### config.mk
export PLATFORM = sky130hd
export DESIGN_NAME = avr_div_pipe
export DESIGN_NICKNAME = d
export VERILOG_FILES = /design/src/rtl/avr_pkg.sv /design/src/rtl/avr_div_pipe.sv
export SDC_FILE = /design/constraint.sdc
export NUM_CORES = 2
export LEC_CHECK = 0
export BUFFER_PORTS_ARGS = -buffer_cell sky130_fd_sc_hd__buf_2
export CAP_MARGIN = 20
export CELL_PAD_IN_SITES_DETAIL_PLACEMENT = 1
export CELL_PAD_IN_SITES_GLOBAL_PLACEMENT = 1
export CORE_ASPECT_RATIO = 1.1
export CORE_MARGIN = 2
export CORE_UTILIZATION = 30
export DETAILED_ROUTE_END_ITERATION = 10
export HOLD_SLACK_MARGIN = 0.1
export PLACE_DENSITY_LB_ADDON = 0.25
export SYNTH_ARGS = -nofsm -noshare
export SYNTH_HDL_FRONTEND = slang
export SYNTH_SLANG_ARGS = --single-unit
### constraint.sdc
create_clock -name clk_i -period 4.8 [get_ports clk_i]
set_clock_uncertainty 0.2 [all_clocks]
set_input_delay 0.48 -clock clk_i [delete_from_list [all_inputs] [get_ports clk_i]]
set_output_delay 0.48 -clock clk_i [all_outputs]
set_load 0.1 [all_outputs]
### src/rtl/avr_pkg.sv
// Shared types and constants for the axis-angle vector rotation unit.
package avr_pkg;

  typedef struct packed {
    logic signed [31:0] point_x;
    logic signed [31:0] point_y;
    logic signed [31:0] point_z;
    logic signed [31:0] axis_x;
    logic signed [31:0] axis_y;
    logic signed [31:0] axis_z;
    logic signed [31:0] angle_rad;
  } avr_in_t;

  typedef struct packed {
    logic signed [31:0] rotated_x;
    logic signed [31:0] rotated_y;
    logic signed [31:0] rotated_z;
    logic               axis_zero;
  } avr_out_t;

  localparam int CordicIters = 30;
  localparam int CordW       = 34;
  localparam int RootSteps   = 32;
  localparam int QuoBits     = 32;

  localparam logic signed [CordW-1:0] RotPi     = 34'sd1686629713;
  localparam logic signed [CordW-1:0] RotHalfPi = 34'sd843314857;
  localparam logic signed [CordW-1:0] RotGain   = 34'sd652032874;

  // Arctangent of 2^-i in Q3.29.
  function automatic logic signed [CordW-1:0] atan_q29(input logic [4:0] idx);
    logic signed [CordW-1:0] v;
    case (idx)
      5'd0:    v = 34'sd421657428;
      5'd1:    v = 34'sd248918915;
      5'd2:    v = 34'sd131521918;
      5'd3:    v = 34'sd66762579;
      5'd4:    v = 34'sd33510843;
      5'd5:    v = 34'sd16771758;
      5'd6:    v = 34'sd8387925;
      5'd7:    v = 34'sd4194219;
      5'd8:    v = 34'sd2097141;
      5'd9:    v = 34'sd1048575;
      default: v = $signed(34'd1) <<< (5'd29 - idx);
    endcase
    return v;
  endfunction

endpackage

### src/rtl/avr_div_pipe.sv
// Pipelined restoring divider, one quotient bit per stage.
module avr_div_pipe import avr_pkg::*; (
  input  logic                clk_i,
  input  logic                en_i,
  input  logic [62:0]         num_i,
  input  logic [31:0]         den_i,
  output logic [QuoBits-1:0]  quo_o
);

  logic [31:0]        rem_q [QuoBits];
  logic [31:0]        lo_q  [QuoBits];
  logic [QuoBits-1:0] quo_q [QuoBits];
  logic [31:0]        den_q [QuoBits];

  for (genvar gk = 0; gk < QuoBits; gk++) begin : g_step
    logic [31:0]        rem_p, lo_p, den_p;
    logic [QuoBits-1:0] quo_p;
    logic [32:0]        trial;
    logic               ge;

    if (gk == 0) begin : g_first
      assign rem_p = {1'b0, num_i[62:32]};
      assign lo_p  = num_i[31:0];
      assign quo_p = '0;
      assign den_p = den_i;
    end else begin : g_next
      assign rem_p = rem_q[gk-1];
      assign lo_p  = lo_q[gk-1];
      assign quo_p = quo_q[gk-1];
      assign den_p = den_q[gk-1];
    end

    assign trial = {rem_p, lo_p[31]};
    assign ge    = trial >= {1'b0, den_p};

    always_ff @(posedge clk_i) begin
      if (en_i) begin
        rem_q[gk] <= ge ? 32'(trial - {1'b0, den_p}) : trial[31:0];
        lo_q[gk]  <= lo_p << 1;
        quo_q[gk] <= {quo_p[QuoBits-2:0], ge};
        den_q[gk] <= den_p;
      end
    end
  end

  assign quo_o = quo_q[QuoBits-1];

endmodule

==> impl_metrics.toml <==
[worst_setup_path]
crit_type = "register to register"
critPathMaxFanout = 38
path_common_cell = "a21oi_1"
worstPathRequired_ps = 5320
slowest_delay_ps = 500
crit_path_end_kind = "register"
arrival_ps = 5060
cp_cell_sequence = "inv_1 > ha_1 > and4_1 > nand3_1 > a21oi_1 > nor4_1 > buf_4 > o31ai_1 > a21oi_1 > o21ai_1 > a31oi_1 > o211a_1 > buf_12 > mux2_2"
reg2reg_from = "den_q[1][325]"
start_kind = "register"
cp_slowest_cell = "a21oi_1"
crit_start = "den_q[1][325]"

[drt]
drtPass1Iterations = 5
drtAntennaViolNets = 0
dr.first_iter.drc_count = 5068
dr_total_vias = 97384
wl_um = 398000
vias_per_cell = 4.79
wl_per_cell_um = 19.6
drc = 0

[cells_and_area]
final_common_cell = "edfxtp_1"
syn2layout_area_growth_pct = 15.3
fin_nets = 14391
fin_util = 0.348
nFillCells = 55039
mostFrequentLayoutCells = "edfxtp_1 (3,008), inv_1 (1,258), ha_1 (1,024)"
drive_gt1_frac = 0.103
final_cells = 20347

[yosys]
ys_seq_area_frac = 0.583
synth_area_per_cell_sq_um = 12.2
synth_edf_count = 3008
syn_inst = 12683
synth_async_sr_flop_share = 0
syn-cell-area_sq_mm = 0.155
synth-main-ff-cell = "edfxtp_1"
synth_cell_types = 107
syn_nets = 13835
synth-seq-cells = 3008
yosys_warnings = 0

[timing]
worst_slew_pin_slew_ps = 1060
rsz0062_at_grt = "false"
post-route-period-util = 0.947
min_period_ps = 4550
hold_ws_ps = 147
setup_tns_ps = 0
finalSetupViolCount = 0
finalHoldViolCount = 0
drv_slew = 0
slew_headroom = 0.291
fmax_mhz = 220

[power_and_ir_drop]
peakVddDrop_mv = 0.318
p_leak_nw = 71.2
p_per_area_mw_per_mm2 = 681

[global_route]
grt_pass1_vias = 101870
grt_busiest_layer = "met2"
met1_usage = 0.176
grt_overflow = 0
grt_use_total = 0.149
antenna_found_initial = 13
grt_max_degree = 127
met3_usage = 0.0161
gr-usage-met2 = 0.283
grt_pass1_wl_um = 611000

[floorplanning]
start_util = 0.301
dieArea_sq_mm = 0.522
coreArea_sq_mm = 0.514
ioPinCount = 129
num_rows = 276
die_y_um = 758
die_x_um = 689

[place]
post-dp-hpwl_um = 304000
placedCellCount = 19514
gp_congestion = 0.829
portBuffers = 128

[cts]
htreeDepth = 5
cts-buffers-inserted = 354
cts_tree = "done"
clock_path_buffers = 4
clockRootBuffer = "clkbuf_16"
clkLatencyLatePin_ps = 970
clock_sinks = 3008
clk_pin_slew_worst_paths_ps = 60

[run_status]
status = "complete, no violations"

[min_path]
min_from = "lo_q[12][25]"
hp-class = "register to register"

[run]
drv_cap = 0
==> area by class of cell <==
type	count	area (sq um)	area share
Antenna cell	4	10.0	0.0000560
Clock buffer	412	9140	0.0511
Clock inverter	237	2690	0.0151
Inverter	1258	4720	0.0264
Multi-Input combinational cell	8111	58700	0.328
Sequential cell	3008	90300	0.505
Tap cell	6811	8520	0.0477
Timing Repair Buffer	506	4640	0.0259
==> logic make-up after synthesis <==
group           count (synthesis)  share of synthesized area
buf+inv                      1564                     0.0394
simple gates                 2553                     0.0777
flops                        3008                      0.583
mux                           489                     0.0364
xor+xnor                      851                     0.0481
fa+ha+maj                    1055                     0.0867
compound gates               3163                      0.129
==> per-layer routing <==
layer  wire (um)  vias to the layer above  share of wire
met5           0                        -              0
met4       11600                        0          0.029
met3        9620                      574          0.024
met2      211000                     1082           0.53
met1      166000                    47928           0.42
li1            -                    47800              -
==> worst paths after layout <==
check | end | slack [ps] | cells past startpoint
max | rem_q[1][359] | 250 | 14
min | lo_q[12][57] | 150 | 0
max reg2reg | rem_q[1][359] | 250 | 14
min reg2reg | lo_q[12][57] | 150 | 0
==> registers in the layout, summed over array words and instances, names as in the netlist <==
name   count
den_q    992
rem_q    992
quo_q    528
lo_q     496
==> worst max-delay path, delay by kind of cell (launching register included) <==
family / cells / cell delay [ps]
buffers and inverters: 3 / 470
adder cells (fa/ha/maj): 1 / 350
AND/OR/NAND/NOR: 3 / 850
multiplexers: 1 / 380
AO/OA/AOI/OAI: 6 / 1600
flip-flops: 1 / 410
==> metrics by stage <==
step	setup slack, ps	total power, mW	instance area (sq um)
5_1_grt	4.02	130	179000
2_1_floorplan	1080	78.9	155000
4_1_cts	147	124	179000
3_3_place_gp	164	94.4	165000
3_5_place_dp	151	94.9	165000
6_report	254	122	179000
==> what timing repair did <==
item / in CTS / in global routing
resized for setup: 0 / 1
hold buffers: 180 / 0
setup endpoints to repair: 0 / 1
setup buffers: 0 / 0
hold endpoints to repair: 344 / 0
==> cell usage after synthesis, drive strengths merged (21+ instances only) <==
cell	number	area share
o21bai	128	0.0062
or2	25	0.0010
mux2i	44	0.0028
and4	21	0.0012
and3	111	0.0045
a31o	29	0.0016
o21ai	877	0.028
nand2b	144	0.0058
ha	1024	0.083
a21boi	36	0.0017
a21o	555	0.027
a221o	24	0.0016
a41oi	22	0.0014
o31a	28	0.0016
a211o	30	0.0017
mux2	445	0.034
a211oi	64	0.0031
clkbuf	220	0.0053
nor3	134	0.0044
o21a	116	0.0056
edfxtp	3008	0.58
buf	86	0.0036
xnor2	501	0.028
fa	31	0.0040
xor2	350	0.020
nor2	556	0.013
inv	1258	0.030
nand2	923	0.022
nand4	157	0.0063
a221oi	23	0.0014
a21oi	875	0.028
o31ai	77	0.0038
o211ai	28	0.0014
nor2b	146	0.0059
nand3	186	0.0060
a31oi	92	0.0039
and2	35	0.0014
or3	29	0.0012
nor4	43	0.0018
==> power breakdown <==
part | leakage, nW | internal [mW] | total, mW | switching [mW]
Combinational | 36.0 | 22.9 | 52.0 | 29.1
Sequential | 29.4 | 37.9 | 42.0 | 4.13
Clock | 5.73 | 16.2 | 27.6 | 11.4
(Power assumes the default switching activity.)
