==> src/rtl/avr_pkg.sv <==
// Shared types and constants for the axis-angle vector rotation unit.
package avr_pkg;

  typedef struct packed {
    logic signed [31:0] point_x;
    logic signed [31:0] point_y;
    logic signed [31:0] point_z;
    logic signed [31:0] axis_x;
    logic signed [31:0] axis_y;
    logic signed [31:0] axis_z;
    logic signed [31:0] angle_rad;
  } avr_in_t;

  typedef struct packed {
    logic signed [31:0] rotated_x;
    logic signed [31:0] rotated_y;
    logic signed [31:0] rotated_z;
    logic               axis_zero;
  } avr_out_t;

  localparam int CordicIters = 30;
  localparam int CordW       = 34;
  localparam int RootSteps   = 32;
  localparam int QuoBits     = 32;

  localparam logic signed [CordW-1:0] RotPi     = 34'sd1686629713;
  localparam logic signed [CordW-1:0] RotHalfPi = 34'sd843314857;
  localparam logic signed [CordW-1:0] RotGain   = 34'sd652032874;

  // Arctangent of 2^-i in Q3.29.
  function automatic logic signed [CordW-1:0] atan_q29(input logic [4:0] idx);
    logic signed [CordW-1:0] v;
    case (idx)
      5'd0:    v = 34'sd421657428;
      5'd1:    v = 34'sd248918915;
      5'd2:    v = 34'sd131521918;
      5'd3:    v = 34'sd66762579;
      5'd4:    v = 34'sd33510843;
      5'd5:    v = 34'sd16771758;
      5'd6:    v = 34'sd8387925;
      5'd7:    v = 34'sd4194219;
      5'd8:    v = 34'sd2097141;
      5'd9:    v = 34'sd1048575;
      default: v = $signed(34'd1) <<< (5'd29 - idx);
    endcase
    return v;
  endfunction

endpackage

==> src/rtl/avr_sqrt_pipe.sv <==
// Pipelined integer square root, one result bit per stage.
module avr_sqrt_pipe import avr_pkg::*; (
  input  logic        clk_i,
  input  logic        en_i,
  input  logic [63:0] x_i,
  output logic [31:0] root_o
);

  logic [63:0] res_q [RootSteps];
  logic [63:0] rem_q [RootSteps];

  for (genvar gk = 0; gk < RootSteps; gk++) begin : g_step
    localparam logic [63:0] Bit = 64'd1 << (62 - 2 * gk);
    logic [63:0] res_p, rem_p;
    logic [64:0] trial;

    if (gk == 0) begin : g_first
      assign res_p = '0;
      assign rem_p = x_i;
    end else begin : g_next
      assign res_p = res_q[gk-1];
      assign rem_p = rem_q[gk-1];
    end

    assign trial = {1'b0, res_p} + {1'b0, Bit};

    always_ff @(posedge clk_i) begin
      if (en_i) begin
        if ({1'b0, rem_p} >= trial) begin
          rem_q[gk] <= rem_p - trial[63:0];
          res_q[gk] <= (res_p >> 1) + Bit;
        end else begin
          rem_q[gk] <= rem_p;
          res_q[gk] <= res_p >> 1;
        end
      end
    end
  end

  assign root_o = res_q[RootSteps-1][31:0];

endmodule

==> config.mk <==
export PLATFORM = sky130hd
export DESIGN_NAME = avr_sqrt_pipe
export DESIGN_NICKNAME = d
export VERILOG_FILES = /design/src/rtl/avr_pkg.sv /design/src/rtl/avr_sqrt_pipe.sv
export SDC_FILE = /design/constraint.sdc
export NUM_CORES = 2
export LEC_CHECK = 0
export BUFFER_PORTS_ARGS = -buffer_cell sky130_fd_sc_hd__buf_2
export CAP_MARGIN = 30
export CORE_MARGIN = 1.5
export CORE_UTILIZATION = 55
export DETAILED_ROUTE_END_ITERATION = 10
export HOLD_SLACK_MARGIN = 0.03
export PLACE_DENSITY = 0.67
export SLEW_MARGIN = 10
export SYNTH_ARGS = -nofsm -noshare
export SYNTH_HDL_FRONTEND = slang
export SYNTH_SLANG_ARGS = --single-unit
==> constraint.sdc <==
create_clock -name clk_i -period 12 [get_ports clk_i]
set_input_delay 1.2 -clock clk_i [delete_from_list [all_inputs] [get_ports clk_i]]
set_output_delay 1.2 -clock clk_i [all_outputs]
set_load 0.005 [all_outputs]
==> summary.md <==
The flow ran to the end, and the final reports show no timing, DRC or antenna violations. When the netlist entered floorplanning its net count stood at 10500. The tools report the combined global-route utilization of all metal layers as 27.3%. Before CTS, the worst setup slack after placement is 6530 ps.

The net count of the finished layout is 10800. The most numerous cell type found on the critical path is sky130_fd_sc_hd__or3_1. The clock passes through at most 4 buffers.

The run gives 2512 as the number of clock sinks seen by CTS. The final critical path time including I/O delays and setup is 4730 ps. Summing all placed instances gives a cell area of 0.126 sq mm. Setup slack on the critical path of the routed design comes to 7270 ps. Leaving out fill and tap cells, the most frequent cell in the layout is sky130_fd_sc_hd__edfxtp_1. Once layout is done, the placed cells without fillers occupy 0.135 sq mm. The worst setup path is captured at a register.

The netlist uses 88 different library cells. The cell with the largest stage delay on the worst path was sky130_fd_sc_hd__and2_1. The total leakage power came out at 50.2 nW.

Hold is met by 410 ps. The area growth from synthesis to final layout works out to 10.6%. The family with the most delay on the worst path was simple AND/OR/NAND/NOR gates. Dividing the detail-routed wire length by the instance count gives 23.3 um. The share of async-settable or async-resettable flops after synthesis was 0%.

The cell sitting at the root of the clock tree is a sky130_fd_sc_hd__clkbuf_16. The CTS buffer count was 284. The critical path buffer and inverter count works out to 1.

The critical path goes through or3_1, or3_1, or2_2, or4_1, or2_0, a311oi_1, and2_1, buf_4, nor2_1, a22o_1. For the final database, setup skew stands at 63.6 ps. The tools report the number of DRC violations after detailed-routing iteration 0 as 8752. The pin slew with the least headroom to its limit came out at 1120 ps.

After layout, the design draws a total of 25.9 mW. Counting buffers and inverters, the worst setup path is 10 cells deep. For the standard cell core area, the log shows 0.220 sq mm. Number of levels in the clock H-tree: 5. Counting tap cells, the placed design contains a total of 12800 instances. For this run the aggregate overflow at the end of global routing stands at 0.

The area of the die is 0.225 sq mm, and the length in cells of the worst reg-to-reg path is 10. Routability congestion estimate: 0.978. Derived from the worst setup path, the maximum achievable clock frequency is 0.212 GHz.

The worst setup path is launched from a register. The min-delay analysis places its worst path in the category reg2reg. The clock reaches the later pin of the worst-skew pair after 930 ps.

The die is 474 um tall. Counting instances, the worst hold path has a depth of 0. Width of the die: 474 um. For the final cell count without fillers, the log shows 13300. Along the worst path, the maximum fanout reaches 27. The initial antenna violation count is 10, and the maximum VDD drop is 0.166 mV. The first detailed-routing pass took 6 iterations.

The post-route netlist has 7.08% of its cells at a drive strength greater than 1. The clock-pin slew of the registers on the worst-case setup and hold paths was 60 ps; the data required time of the critical path was 12620 ps. Measured on the finished design, the core utilization comes to 61.3%. The global-route wire length before repair was 465000 um; the HPWL after detailed placement was 235000 um. The library cells used most frequently in the layout, excluding fill and tap cells, are sky130_fd_sc_hd__edfxtp_1, sky130_fd_sc_hd__nand2_1, sky130_fd_sc_hd__inv_1.

Top-level port count: 98. The mean instance size in the synthesized netlist is 12.3 sq um. The synthesized cell area was 0.122 sq mm; the average vias per placed instance was 6.07.

After synthesis, flip-flops and latches occupy 61.8% of the total area. The most used flip-flop cell after synthesis was sky130_fd_sc_hd__edfxtp_1. In the finished design, the share of the clock period the worst path needs comes to 39.4%. The logs give 55.4% for the starting utilization of the core area and 0 for the buffers inserted during post-CTS setup optimization.

After detailed routing, the number of remaining DRC violations is 0. Dividing total power by cell area gives a power density of 192 mW/mm^2. TritonCTS built the clock tree.

The logs give 0 for the number of resized instances in the post-cts repair step and 0 for the final-report setup violation count. Across the run, the number of max-cap violations was 0. The count of final hold-check violations came out at 0. The arrival time of the worst setup path was 5340 ps; the biggest cell delay along the critical path was 670 ps. The routed design has 310000 um of wire. The floorplan has 172 rows.

The worst setup path is of the reg2reg kind. The logs give 76000 for the via count of the first global-routing pass and 0 for the antenna violation net count after detailed routing. The tools report the max-slew violation total from the final report as 0.

The final route contains 80800 vias. The number of hold buffers added after CTS was 0. Setup repair after global routing left no endpoint under its margin.

During synthesis, Yosys emitted a total of 0 warnings. Entering global routing, the biggest net connects 171 pins. Synthesis inferred 2512 register bits. The cell count after synthesis came out at 9907. After filler insertion, the fill cell instance count of the layout stands at 16900. The final sum of negative setup slack was 0 ps; the number of enable-type register cells in the synthesized netlist was 2512.

During placement, the flow inserted port buffers numbering 97. In this run the tightest slew margin relative to its limit is 25.0%.
## synth_stat cells (217+ instances only)
cell type                  instances  area share, %
sky130_fd_sc_hd__nor4_1          396            2.0
sky130_fd_sc_hd__a21oi_1         528            2.2
sky130_fd_sc_hd__clkbuf_1        217           0.67
sky130_fd_sc_hd__nor3_1          262            1.1
sky130_fd_sc_hd__edfxtp_1       2512             62
sky130_fd_sc_hd__a21o_1          217            1.3
sky130_fd_sc_hd__nor2_1          556            1.7
sky130_fd_sc_hd__xnor2_1         451            3.2
sky130_fd_sc_hd__nand2_1         762            2.3
sky130_fd_sc_hd__xor2_1          419            3.0
sky130_fd_sc_hd__inv_1           702            2.2
sky130_fd_sc_hd__o21ai_0         560            2.3
sky130_fd_sc_hd__ha_1            558            5.7
## report_power, final
| part | internal (mW) | switching (mW) | leakage (nW) |
|---|---|---|---|
| Clock | 4.87 | 3.39 | 4.25 |
| Combinational | 2.12 | 3.28 | 21.7 |
| Sequential | 11.1 | 1.08 | 24.2 |
| Total | 18.1 | 7.76 | 50.2 |
## metal layers
metal  wire (um)  track usage [%]
met3       27500             5.63
met1      135000             39.2
met4        8710             7.54
met5          12                0
met2      139000             42.2
## cell type report
class	count	area, sq um	area share, %
multi-input combinational	6457	43200	32.0
inverter	702	2640	1.95
timing repair buffer	185	1250	0.923
clock inverter	154	1380	1.02
antenna	4	10.0	0.00742
sequential	2512	75400	55.9
clock buffer	325	7390	5.47
tap	2958	3700	2.74
## kinds of logic (layout without fill, tap and decap cells)
kind of cell | Yosys count | count (layout) | synth area share [%]
buffers and inverters | 938 | 1366 | 2.91
flip-flops | 2512 | 2512 | 61.8
multiplexers | 82 | 82 | 0.737
other | 0 | 4 | 0
AND/OR/NAND/NOR | 3061 | 3061 | 13.0
XOR/XNOR | 870 | 870 | 6.24
AO/OA/AOI/OAI | 1886 | 1886 | 9.54
adder cells (fa/ha/maj) | 558 | 558 | 5.72
## flip-flops by register name (all words and copies together), names as in the netlist
name,count
rem_q,1984
res_q,528
## path summary, 6_finish.rpt
kind / from / end / slack [ps]
worst max-delay path: rem_q[1][498]$_DFFE_PP_ / rem_q[1][539]$_DFFE_PP_ / 7270
worst min-delay path: rem_q[0][531]$_DFFE_PP_ / rem_q[0][595]$_DFFE_PP_ / 410
worst max register to register: rem_q[1][498]$_DFFE_PP_ / rem_q[1][539]$_DFFE_PP_ / 7270
worst min register to register: rem_q[0][531]$_DFFE_PP_ / rem_q[0][595]$_DFFE_PP_ / 410
## worst reg2reg max path, cell delays in order (launching register included)
cell	delay [ps]
sky130_fd_sc_hd__edfxtp_1	520
sky130_fd_sc_hd__or3_1	440
sky130_fd_sc_hd__or3_1	350
sky130_fd_sc_hd__or2_2	320
sky130_fd_sc_hd__or4_1	620
sky130_fd_sc_hd__or2_0	320
sky130_fd_sc_hd__a311oi_1	490
sky130_fd_sc_hd__and2_1	670
sky130_fd_sc_hd__buf_4	400
sky130_fd_sc_hd__nor2_1	90
sky130_fd_sc_hd__a22o_1	220
(Power assumes the default switching activity.)
